**config.mk**
```make
export PLATFORM = sky130hd
export DESIGN_NAME = base64_stream_decoder_flat
export DESIGN_NICKNAME = d
export VERILOG_FILES = /design/src/rtl/b64_pkg.sv /design/src/rtl/b64_in_if.sv /design/src/rtl/b64_out_if.sv /design/src/rtl/b64_front.sv /design/src/rtl/b64_queue.sv /design/src/rtl/b64_back.sv /design/src/rtl/base64_stream_decoder.sv /design/src/flat_wrapper.sv
export SDC_FILE = /design/constraint.sdc
export NUM_CORES = 1
export LEC_CHECK = 0
export CAP_MARGIN = 20
export CORE_MARGIN = 2
export CORE_UTILIZATION = 45
export CTS_CLUSTER_DIAMETER = 200
export DETAILED_ROUTE_END_ITERATION = 7
export DONT_BUFFER_PORTS = 1
export GPL_TIMING_DRIVEN = 0
export SYNTH_ARGS = -nofsm -noshare
export SYNTH_HDL_FRONTEND = slang
export SYNTH_SLANG_ARGS = --single-unit
```
**constraint.sdc**
```tcl
create_clock -name clk -period 8.1 [get_ports clk]
set_input_delay 1.62 -clock clk [delete_from_list [all_inputs] [get_ports clk]]
set_output_delay 1.62 -clock clk [all_outputs]
set_load 0.05 [all_outputs]
```
**src/rtl/b64_pkg.sv**
```systemverilog
// Shared types, constants and character decoding functions for the base64 stream decoder.
package b64_pkg;

  // Default number of entries in the job queue between front and back.
  localparam int unsigned QueueDepthDefault = 2;

  // Widths of the accumulator and of one decoded job.
  localparam int unsigned SextetWidth = 6;
  localparam int unsigned StoreWidth  = 18;
  localparam int unsigned JobWidth    = 24;

  // Sextet counts that matter for flushing a partial quad.
  localparam logic [1:0] CountTwo   = 2'd2;
  localparam logic [1:0] CountThree = 2'd3;

  // One decoded job: up to three bytes, left aligned, and an end-of-string flag.
  typedef struct packed {
    logic [JobWidth-1:0] bytes;
    logic [1:0]          nbytes;
    logic                done;
  } job_t;

  // Result of classifying one character.
  typedef struct packed {
    logic                   ok;
    logic [SextetWidth-1:0] value;
  } sextet_t;

  // Maps an ASCII code to its six-bit value; ok is low for '=' and any other
  // character outside the alphabet.
  function automatic sextet_t sextet_of(input logic [7:0] c);
    sextet_t r;
    r.ok    = 1'b1;
    r.value = '0;
    if (c >= 8'h41 && c <= 8'h5a) begin
      r.value = SextetWidth'(c - 8'h41);
    end else if (c >= 8'h61 && c <= 8'h7a) begin
      r.value = SextetWidth'(c - 8'h61 + 8'd26);
    end else if (c >= 8'h30 && c <= 8'h39) begin
      r.value = SextetWidth'(c - 8'h30 + 8'd52);
    end else if (c == 8'h2b) begin
      r.value = SextetWidth'(62);
    end else if (c == 8'h2f) begin
      r.value = SextetWidth'(63);
    end else begin
      r.ok = 1'b0;
    end
    return r;
  endfunction

  // Builds the job for a partial quad: n sextets give n-1 bytes.
  function automatic job_t flush_job(input logic [StoreWidth-1:0] store,
                                     input logic [1:0] count);
    job_t j;
    j = '0;
    unique case (count)
      CountTwo: begin
        j.bytes  = {store[11:4], 16'h0000};
        j.nbytes = 2'd1;
      end
      CountThree: begin
        j.bytes  = {store[17:10], store[9:2], 8'h00};
        j.nbytes = 2'd2;
      end
      default: begin
        j = '0;
      end
    endcase
    return j;
  endfunction

endpackage

```
**src/rtl/b64_in_if.sv**
```systemverilog
// Input channel: one encoded character per request with an end-of-string flag.
interface b64_in_if;
  logic       valid;
  logic       ready;
  logic [7:0] char_code;
  logic       is_last;

  modport source (output valid, output char_code, output is_last, input ready);
  modport sink (input valid, input char_code, input is_last, output ready);
endinterface

```
**src/rtl/b64_out_if.sv**
```systemverilog
// Output channel: one decoded byte or end marker per request.
interface b64_out_if;
  logic       valid;
  logic       ready;
  logic [7:0] data_byte;
  logic       byte_valid;
  logic       run_last;
  logic       string_done;

  modport source (output valid, output data_byte, output byte_valid, output run_last,
                  output string_done, input ready);
  modport sink (input valid, input data_byte, input byte_valid, input run_last,
                input string_done, output ready);
endinterface

```
**src/rtl/b64_front.sv**
```systemverilog
// Front end: accepts characters, keeps the quad accumulator and forms decode jobs.
module b64_front (
  input  logic          clk,
  input  logic          rst,
  b64_in_if.sink        in_ch,
  input  logic          queue_full,
  output logic          push,
  output b64_pkg::job_t push_job
);
  import b64_pkg::*;

  logic [StoreWidth-1:0] sextet_store, sextet_store_next;
  logic [1:0]            sextet_count, sextet_count_next;
  logic                  halted, halted_next;
  logic                  accept;
  sextet_t               sx;
  job_t                  job;

  assign in_ch.ready = !queue_full;
  assign accept      = in_ch.valid && in_ch.ready;

  // Classify the character and work out the job and the next accumulator.
  always_comb begin
    sx                = sextet_of(in_ch.char_code);
    job               = '0;
    sextet_store_next = sextet_store;
    sextet_count_next = sextet_count;
    halted_next       = halted;
    if (!halted) begin
      if (!sx.ok) begin
        job               = flush_job(sextet_store, sextet_count);
        sextet_store_next = '0;
        sextet_count_next = '0;
        halted_next       = 1'b1;
      end else if (sextet_count == CountThree) begin
        job.bytes         = {sextet_store, sx.value};
        job.nbytes        = 2'd3;
        sextet_store_next = '0;
        sextet_count_next = '0;
      end else begin
        sextet_store_next = {sextet_store[StoreWidth-SextetWidth-1:0], sx.value};
        sextet_count_next = sextet_count + 2'd1;
      end
    end
    // The last character flushes whatever is still pending and ends the string.
    if (in_ch.is_last) begin
      if (job.nbytes == 2'd0) begin
        job = flush_job(sextet_store_next, sextet_count_next);
      end
      job.done          = 1'b1;
      sextet_store_next = '0;
      sextet_count_next = '0;
      halted_next       = 1'b0;
    end
    push     = accept && (job.nbytes != 2'd0 || in_ch.is_last);
    push_job = job;
  end

  // Accumulator state moves only on an accepted request.
  always_ff @(posedge clk) begin
    if (rst) begin
      sextet_store <= '0;
      sextet_count <= '0;
      halted       <= 1'b0;
    end else if (accept) begin
      sextet_store <= sextet_store_next;
      sextet_count <= sextet_count_next;
      halted       <= halted_next;
    end
  end

endmodule

```
**src/rtl/b64_queue.sv**
```systemverilog
// Small first-in first-out queue of decode jobs between front and back.
module b64_queue #(
  parameter int unsigned DEPTH = b64_pkg::QueueDepthDefault
) (
  input  logic          clk,
  input  logic          rst,
  input  logic          push,
  input  b64_pkg::job_t push_job,
  output logic          full,
  input  logic          pop,
  output logic          not_empty,
  output b64_pkg::job_t head_job
);
  import b64_pkg::*;

  localparam int unsigned PtrWidth = (DEPTH > 1) ? $clog2(DEPTH) : 1;
  localparam int unsigned CntWidth = $clog2(DEPTH + 1);

  job_t                entries [DEPTH];
  logic [PtrWidth-1:0] wr_ptr, rd_ptr;
  logic [CntWidth-1:0] count;
  logic                do_push, do_pop;

  assign full      = (count == CntWidth'(DEPTH));
  assign not_empty = (count != '0);
  assign do_push   = push && !full;
  assign do_pop    = pop && not_empty;
  assign head_job  = entries[rd_ptr];

  // Storage write.
  always_ff @(posedge clk) begin
    if (do_push) begin
      entries[wr_ptr] <= push_job;
    end
  end

  // Pointers and fill count.
  always_ff @(posedge clk) begin
    if (rst) begin
      wr_ptr <= '0;
      rd_ptr <= '0;
      count  <= '0;
    end else begin
      if (do_push) begin
        wr_ptr <= (wr_ptr == PtrWidth'(DEPTH - 1)) ? '0 : wr_ptr + 1'b1;
      end
      if (do_pop) begin
        rd_ptr <= (rd_ptr == PtrWidth'(DEPTH - 1)) ? '0 : rd_ptr + 1'b1;
      end
      if (do_push && !do_pop) begin
        count <= count + 1'b1;
      end else if (do_pop && !do_push) begin
        count <= count - 1'b1;
      end
    end
  end

endmodule

```
**src/rtl/b64_back.sv**
```systemverilog
// Back end: takes jobs from the queue and sends their bytes out one per request.
module b64_back (
  input  logic          clk,
  input  logic          rst,
  input  logic          job_avail,
  input  b64_pkg::job_t head_job,
  output logic          pop,
  b64_out_if.source     out_ch
);
  import b64_pkg::*;

  job_t       cur;
  logic       cur_valid;
  logic [1:0] idx;
  logic       fire;
  logic       last_of_job;
  logic       load_slot;
  logic [7:0] sel_byte;

  // Pick the byte under the index; the job is left aligned.
  always_comb begin
    unique case (idx)
      2'd0:    sel_byte = cur.bytes[23:16];
      2'd1:    sel_byte = cur.bytes[15:8];
      default: sel_byte = cur.bytes[7:0];
    endcase
  end

  assign last_of_job = (cur.nbytes == 2'd0) || (idx == cur.nbytes - 2'd1);
  assign fire        = out_ch.valid && out_ch.ready;
  assign load_slot   = !cur_valid || (fire && last_of_job);
  assign pop         = load_slot && job_avail;

  assign out_ch.valid       = cur_valid;
  assign out_ch.byte_valid  = (cur.nbytes != 2'd0);
  assign out_ch.data_byte   = (cur.nbytes != 2'd0) ? sel_byte : 8'h00;
  assign out_ch.run_last    = last_of_job;
  assign out_ch.string_done = cur.done && last_of_job;

  // Job payload register.
  always_ff @(posedge clk) begin
    if (pop) begin
      cur <= head_job;
    end
  end

  // Slot occupancy and byte index.
  always_ff @(posedge clk) begin
    if (rst) begin
      cur_valid <= 1'b0;
      idx       <= '0;
    end else if (load_slot) begin
      cur_valid <= job_avail;
      idx       <= '0;
    end else if (fire) begin
      idx <= idx + 2'd1;
    end
  end

endmodule

```
**src/rtl/base64_stream_decoder.sv**
```systemverilog
// Top level of the streaming base64 decoder: front end, job queue and back end.
//
//   Channel   Direction  Carries
//   in_ch     sink       char_code[7:0], is_last
//   out_ch    source     data_byte[7:0], byte_valid, run_last, string_done
//
// A character is accepted in any cycle in which the job queue has room, so one
// character per cycle is taken; its results leave one per cycle, while out_ch is
// ready, from the back end's job register; a full quad of four characters yields
// three bytes. A job passes through the queue and then the back end's job register.
// Reset is synchronous and clears the accumulator, the queue and the back end.
// A stall on out_ch fills the queue and then holds in_ch.ready low.
module base64_stream_decoder #(
  parameter int unsigned QUEUE_DEPTH = b64_pkg::QueueDepthDefault
) (
  input  logic      clk,
  input  logic      rst,
  b64_in_if.sink    in_ch,
  b64_out_if.source out_ch
);
  import b64_pkg::*;

  logic push, queue_full, pop, job_avail;
  job_t push_job, head_job;

  // Character intake and quad accumulation.
  b64_front u_front (
    .clk        (clk),
    .rst        (rst),
    .in_ch      (in_ch),
    .queue_full (queue_full),
    .push       (push),
    .push_job   (push_job)
  );

  // Job buffer between the two halves.
  b64_queue #(
    .DEPTH (QUEUE_DEPTH)
  ) u_queue (
    .clk       (clk),
    .rst       (rst),
    .push      (push),
    .push_job  (push_job),
    .full      (queue_full),
    .pop       (pop),
    .not_empty (job_avail),
    .head_job  (head_job)
  );

  // Byte serializer.
  b64_back u_back (
    .clk       (clk),
    .rst       (rst),
    .job_avail (job_avail),
    .head_job  (head_job),
    .pop       (pop),
    .out_ch    (out_ch)
  );

endmodule

```
**src/flat_wrapper.sv**
```systemverilog
// flat-port wrapper written by rule: the top's interface ports become plain ports
module base64_stream_decoder_flat import b64_pkg::*;
#(
  parameter int unsigned QUEUE_DEPTH = b64_pkg::QueueDepthDefault
)
  (clk, rst, in_ch_valid, in_ch_char_code, in_ch_is_last, in_ch_ready, out_ch_valid, out_ch_data_byte, out_ch_byte_valid, out_ch_run_last, out_ch_string_done, out_ch_ready);
  b64_in_if in_ch_i ();
  b64_out_if out_ch_i ();
  input  logic clk;
  input  logic rst;
  input wire logic [$bits(in_ch_i.valid)-1:0] in_ch_valid;
  input wire logic [$bits(in_ch_i.char_code)-1:0] in_ch_char_code;
  input wire logic [$bits(in_ch_i.is_last)-1:0] in_ch_is_last;
  output wire logic [$bits(in_ch_i.ready)-1:0] in_ch_ready;
  output wire logic [$bits(out_ch_i.valid)-1:0] out_ch_valid;
  output wire logic [$bits(out_ch_i.data_byte)-1:0] out_ch_data_byte;
  output wire logic [$bits(out_ch_i.byte_valid)-1:0] out_ch_byte_valid;
  output wire logic [$bits(out_ch_i.run_last)-1:0] out_ch_run_last;
  output wire logic [$bits(out_ch_i.string_done)-1:0] out_ch_string_done;
  input wire logic [$bits(out_ch_i.ready)-1:0] out_ch_ready;
  assign in_ch_i.valid = in_ch_valid;
  assign in_ch_i.char_code = in_ch_char_code;
  assign in_ch_i.is_last = in_ch_is_last;
  assign in_ch_ready = in_ch_i.ready;
  assign out_ch_valid = out_ch_i.valid;
  assign out_ch_data_byte = out_ch_i.data_byte;
  assign out_ch_byte_valid = out_ch_i.byte_valid;
  assign out_ch_run_last = out_ch_i.run_last;
  assign out_ch_string_done = out_ch_i.string_done;
  assign out_ch_i.ready = out_ch_ready;
  base64_stream_decoder #(.QUEUE_DEPTH(QUEUE_DEPTH)) u_core (.clk(clk), .rst(rst), .in_ch(in_ch_i), .out_ch(out_ch_i));
endmodule
```
==> results.cfg, run 1 <==
[outcome]
status = finished clean

[sta]
clock.fmax_ghz = 0.208
finalWorstSetupSlack_ps = 3290
finalCritPeriodShare_pct = 59.4
tightest_slew_ps = 1050
finClkSkew_ps = 15.1
slew-limit-headroom_pct = 30.5
tns_ps = 0
min_period_ps = 4810
slew_violations = 0
setup_viol = 0
hold_viol_final = 0
rsz0062_at_grt = no

[critical_path]
cp_num_buf_inv = 2
max_stage_delay_ps = 770
critPathTopFamily = compound AO/OA/AOI/OAI gates
crit_path_start_kind = primary input
path_max_fanout = 9
required_ps = 8130
crit_path_end_kind = flip-flop
path_class = in -> reg
cp_cell_sequence = clkbuf_1, inv_1, ha_1, a21boi_0, mux2i_1, o211ai_2, nand2_1, a32oi_1, o221ai_1
cp_slowest_cell = a32oi_1
arrival_ps = 4840

[grt]
grt_pass1_vias = 3434
antenna_found_initial = 0
grt_first_pass_wirelength_mm = 18.4
grt_usage_pct = 18.6
gr-total-overflow = 0
grt_max_degree = 29

[routing]
drc = 0
dr.pass1.iters = 5
vias = 3476
drt-total-wl_mm = 11.2
ant_nets = 0
drt_iter0_markers = 330
routedWlPerCell_um = 18.8
via_per_inst = 5.85

[logic_synthesis]
synth_warnings = 0
synth_ff_type = edfxtp_1
yosys_register_bits = 109
synth_cell_types = 61
synth_edf_count = 81
synthesis.nets = 458
syn-instance-count = 430
ys_seq_area_share_pct = 57.5
syn_area_um2 = 5210
synthArstFlopShare_pct = 0
avgSynthCellArea_um2 = 12.1

[die]
die_w_um = 112
row_count = 39
start_util_pct = 45.8
core_area_um2 = 11400
dieHeight_um = 112
io_pins = 26
die_area_um2 = 12400

[job]
drv_cap = 0

[cells_and_area]
syn_to_final_growth_pct = 10.9
num_antenna_cells = 0
drive_above_1_share_pct = 14.2
fin_cells = 594
stdcell_area_um2 = 5780
layout.area.seq_um2 = 2990
fillers = 1021
num-nets-final = 474
multi_input_area_um2 = 2060

[power_and_ir_drop]
p_leak_uw = 0.00198
vdd_drop_max_mv = 0.201
p_per_area_nw_per_um2 = 276
power_uw = 1590

[placed_design]
dpl.hpwl_mm = 8.14
dp_slack_ps = 3000
place_inst = 577
placedInstanceArea_um2 = 5460
io_buffers = 0
gp_congestion = 0.865

[cts]
cts_tree = done
insertion_delay_ps = 350
hold_buffers = 0
cts_num_sinks = 109
h-tree-depth = 3
cts.path.max_buffers = 2
clk_pin_slew_ps = 80
ctsResizeCount = 0
cts_setup_buffers = 0
cts_root_buffer = clkbuf_16
cts_buffers = 9

[worst_hold_path]
hold_path.class = reg -> reg
## path summary, 6_finish.rpt
check	startpoint	end	slack (ps)	cells after the start
setup / recovery	in_ch_char_code[2]	u_core.u_queue.entries[1][25]$_DFFE_PP_	3290	9
hold / removal	u_core.u_front.sextet_store[16]$_SDFFE_PP0P_	u_core.u_front.sextet_store[16]$_SDFFE_PP0P_	480	2
setup reg to reg	u_core.u_back.cur[1]$_DFFE_PP_	u_core.u_queue.count[1]$_SDFFE_PP0P_	4900	13
hold reg to reg	u_core.u_front.sextet_store[16]$_SDFFE_PP0P_	u_core.u_front.sextet_store[16]$_SDFFE_PP0P_	480	2
## worst reg2reg max path, cell delays in order, from the launching register on
cell      delay, ps
edfxtp_1        410
inv_1            80
ha_1            140
clkbuf_1        350
inv_1           350
o21ai_1         230
buf_4           240
buf_1           140
nand2_1          80
nand2_1          90
o21ai_0         150
ha_1            350
or3_1           380
a21oi_1         140
## registers in the layout, indices dropped and copies added, names as in the netlist
signal and flops:
u_core.u_queue.entries 54, u_core.u_back.cur 27, u_core.u_front.sextet_store 18, u_core.u_back.idx 2, u_core.u_front.sextet_count 2, u_core.u_queue.count 2, u_core.u_back.out_ch.valid 1, u_core.u_front.halted 1
u_core.u_queue.rd_ptr 1, u_core.u_queue.wr_ptr 1
## per-layer routing
| metal | GRT usage, % | vias to the layer above | share of wire, % |
|---|---|---|---|
| met5 | 0 | - | 0 |
| met4 | 5.02 | 0 | 1.4 |
| met3 | 2.89 | 13 | 3.5 |
| met2 | 29.5 | 85 | 47 |
| met1 | 26.8 | 1691 | 48 |
| li1 | - | 1687 | - |
## cells in the mapped netlist (9+ instances only)
| cell type | count | area share [%] |
|---|---|---|
| mux2_2 | 28 | 6.1 |
| a22oi_1 | 39 | 5.6 |
| clkbuf_1 | 15 | 1.1 |
| inv_1 | 15 | 1.1 |
| nor2_1 | 29 | 2.1 |
| ha_1 | 15 | 3.6 |
| o21ai_0 | 9 | 0.86 |
| a21oi_1 | 17 | 1.6 |
| edfxtp_1 | 81 | 47 |
| nand2_1 | 30 | 2.2 |
| dfxtp_1 | 28 | 11 |
| nand3_1 | 12 | 1.2 |
## stage by stage
| stage | util [%] | hold WS (ps) |
|---|---|---|
| 2_1_floorplan | - | 443 |
| 3_3_place_gp | 47.4 | 466 |
| 3_5_place_dp | 48.0 | 468 |
| 4_1_cts | 50.6 | 482 |
| 5_1_grt | 50.8 | 515 |
| 6_report | 50.8 | 485 |
## cell families (layout without fill, tap and decap cells)
group,Yosys count,in the layout,synth area share [%]
muxes,31,31,6.63
xor gates and xnor gates,8,8,1.35
DFF,109,109,57.5
AOI/OAI and AO/OA,116,116,17.0
and+or+nand+nor,114,114,10.9
buffers and inverters,37,58,3.05
adders and majority gates,15,15,3.60
## where the power goes
| part | internal (uW) | switching [uW] | total (uW) |
|---|---|---|---|
| logic | 124 | 298 | 422 |
| clock network | 216 | 211 | 428 |
| registers | 708 | 36.3 | 744 |
## cell type report
cell class              count  share of cell area [%]
plain buffers              22                    1.78
clock buffers               9                    3.90
clock inverters             7                    1.17
inverters                  15                   0.975
multi-input cells         284                    35.6
flip-flops and latches    109                    51.8
well taps                 143                    3.10
repair buffers              5                    1.62
## cell usage in the layout (no fill, tap or decap), types with 4 or more instances in the layout
cell and count:
o21ai_1 4, clkbuf_1 15, dfxtp_1 28, nand4_1 4, edfxtp_1 81, a22oi_1 39
a21oi_1 17, nand2b_1 5, nand2_1 30, clkbuf_16 9, nor2_1 29, o221ai_1 8
xnor2_1 5, and2_1 4, mux2_2 28, nor2b_1 7, buf_2 4, a22o_1 8
nand3_1 12, o21ai_0 8, ha_1 15, and3_1 5, inv_1 15
Power figures use the tool's default switching activity.
==> run 2, diff against run 1 <==
==> constraint.sdc (replaced) <==
create_clock -name clk -period 4.25 [get_ports clk]
set_input_delay 0.85 -clock clk [delete_from_list [all_inputs] [get_ports clk]]
set_output_delay 0.85 -clock clk [all_outputs]
set_load 0.05 [all_outputs]
==> results.cfg, run 2 (synthesized netlist as in run 1, its figures left out) <==
[power_and_ir_drop]
clkPwrFrac_pct = 26.7
p_per_area_nw_per_um2 = 525
p_seq_share_pct = 46.7
pwr-share-comb_pct = 26.5
p_sw_share_pct = 34.2
p_leak_uw = 0.00199
vdd_drop_max_mv = 0.383
p_switching_uw = 1040
internal_power_uw = 2000

[cells_and_area]
syn_to_final_growth_pct = 11.1
fin_cells = 594
layout_common_cells = edfxtp_1 (81), a22oi_1 (39), nand2_1 (30)
largest_register_ffs = 54
num-nets-final = 474
final_common_cell = edfxtp_1
fillers = 1018
drive_above_1_share_pct = 14.4
reg_top3 = u_core.u_queue.entries (54), u_core.u_back.cur (27), u_core.u_front.sextet_store (18)
num_antenna_cells = 0
regMostFlops = u_core.u_queue.entries

[routing]
dr.pass1.iters = 7
ant_nets = 0
drt-total-wl_mm = 11.2
drc = 0
drt_iter0_markers = 291
vias = 3493
routedWlPerCell_um = 18.8
via_per_inst = 5.88

[critical_path]
path_class = in -> reg
path_max_fanout = 17
cp_cell_sequence = clkbuf_1, inv_1, ha_1, a21boi_0, mux2i_1, o211ai_2, nand4_1, a21oi_1, and2_1, buf_16
crit_path_start_kind = primary input
cp_num_buf_inv = 3
cp_slowest_cell = and2_1
max_stage_delay_ps = 580
required_ps = 4300
arrival_ps = 3970
critPathTopFamily = compound AO/OA/AOI/OAI gates
crit_path_end_kind = flip-flop

[cts]
cts_tree = done
h-tree-depth = 3
cts.path.max_buffers = 2
clk_pin_slew_ps = 70
cts_num_sinks = 109
cts_root_buffer = clkbuf_16
insertion_delay_ps = 350
cts_buffers = 9

[die]
row_count = 39
core_area_um2 = 11400
io_pins = 26
die_w_um = 112
start_util_pct = 45.8
dieHeight_um = 112
die_area_um2 = 12400

[job]
drv_cap = 0

[sta]
setup_viol = 0
clock.fmax_ghz = 0.255
whs_ps = 486
tightest_slew_ps = 1050
finalCritPeriodShare_pct = 92.1
slew_violations = 0
finClkSkew_ps = 14.9
hold_viol_final = 0
rsz0062_at_grt = no
slew-limit-headroom_pct = 30.5
min_period_ps = 3910

[placed_design]
io_buffers = 0
dpl.hpwl_mm = 8.14
gp_congestion = 0.865
place_inst = 577

[grt]
antenna_found_initial = 0
grt_pass1_vias = 3434
grt_usage_pct = 18.6
grt_first_pass_wirelength_mm = 18.4
grt_max_degree = 29
gr-total-overflow = 0

[worst_hold_path]
hold_path.class = reg -> reg

[outcome]
status = finished clean
-- run 2: final timing paths --
path	start	to	slack, ps	cells past startpoint
setup reg to reg	u_core.u_back.cur[1]$_DFFE_PP_	u_core.u_queue.count[1]$_SDFFE_PP0P_	1040	13
hold reg to reg	u_core.u_front.sextet_store[16]$_SDFFE_PP0P_	u_core.u_front.sextet_store[16]$_SDFFE_PP0P_	490	2
hold / removal	u_core.u_front.sextet_store[16]$_SDFFE_PP0P_	u_core.u_front.sextet_store[16]$_SDFFE_PP0P_	490	2
setup / recovery	in_ch_char_code[2]	u_core.u_queue.entries[1][4]$_DFFE_PP_	340	10
-- run 2: repair_timing --
item,4_1_cts,5_1_grt
endpoints found under the setup margin,0,19
hold endpoints to repair,0,0
buffers inserted,0,0
gates resized for setup,0,2
hold buffers,0,0
-- run 2: through the flow --
| stage | cell area [um^2] | setup TNS, ps | worst slack [ps] | total power (uW) | utilization [%] |
|---|---|---|---|---|---|
| global route | 5790 | 0 | 55.9 | 3180 | 50.9 |
| CTS | 5750 | 0 | 254 | 3030 | 50.6 |
| floorplan | 5210 | 0 | 0.670 | 2050 | - |
| finish | 5790 | 0 | 335 | 3040 | 50.9 |
| global placement | 5390 | -42540 | -1230 | 2180 | 47.4 |
| detailed placement | 5460 | -1440 | -82.8 | 2220 | 48.0 |
-- run 2: cell type report --
| type | instances | area (um^2) | area share, % |
|---|---|---|---|
| multi-input combinational | 284 | 2070 | 35.8 |
| buffer | 22 | 103 | 1.77 |
| inverter | 15 | 56.3 | 0.973 |
| clock buffer | 9 | 225 | 3.89 |
| timing repair buffer | 5 | 93.8 | 1.62 |
| clock inverter | 7 | 67.6 | 1.17 |
| tap | 143 | 179 | 3.09 |
| sequential | 109 | 2990 | 51.7 |
-- run 2: power groups by stage --
stage	clock [uW]	combinational [uW]	sequential, uW
after floorplan	0	624	1430
after global placement	0	738	1440
after detailed placement	0	773	1450
after CTS	827	779	1430
after global routing	867	875	1440
final	812	806	1420
-- run 2: tightest hold or removal path, stage by stage (launching register included) --
cell and delay, ps:
dfxtp_1 330, nand2_1 60, o41ai_1 50
-- run 2: metal layers --
metal  vias to the layer above  global-route usage (%)  wire, um
li1                       1689                       -         -
met1                      1688                    26.8      5180
met2                       103                    29.5      5370
met3                        13                    2.89       473
met4                         0                    5.02       161
met5                         -                       0         0
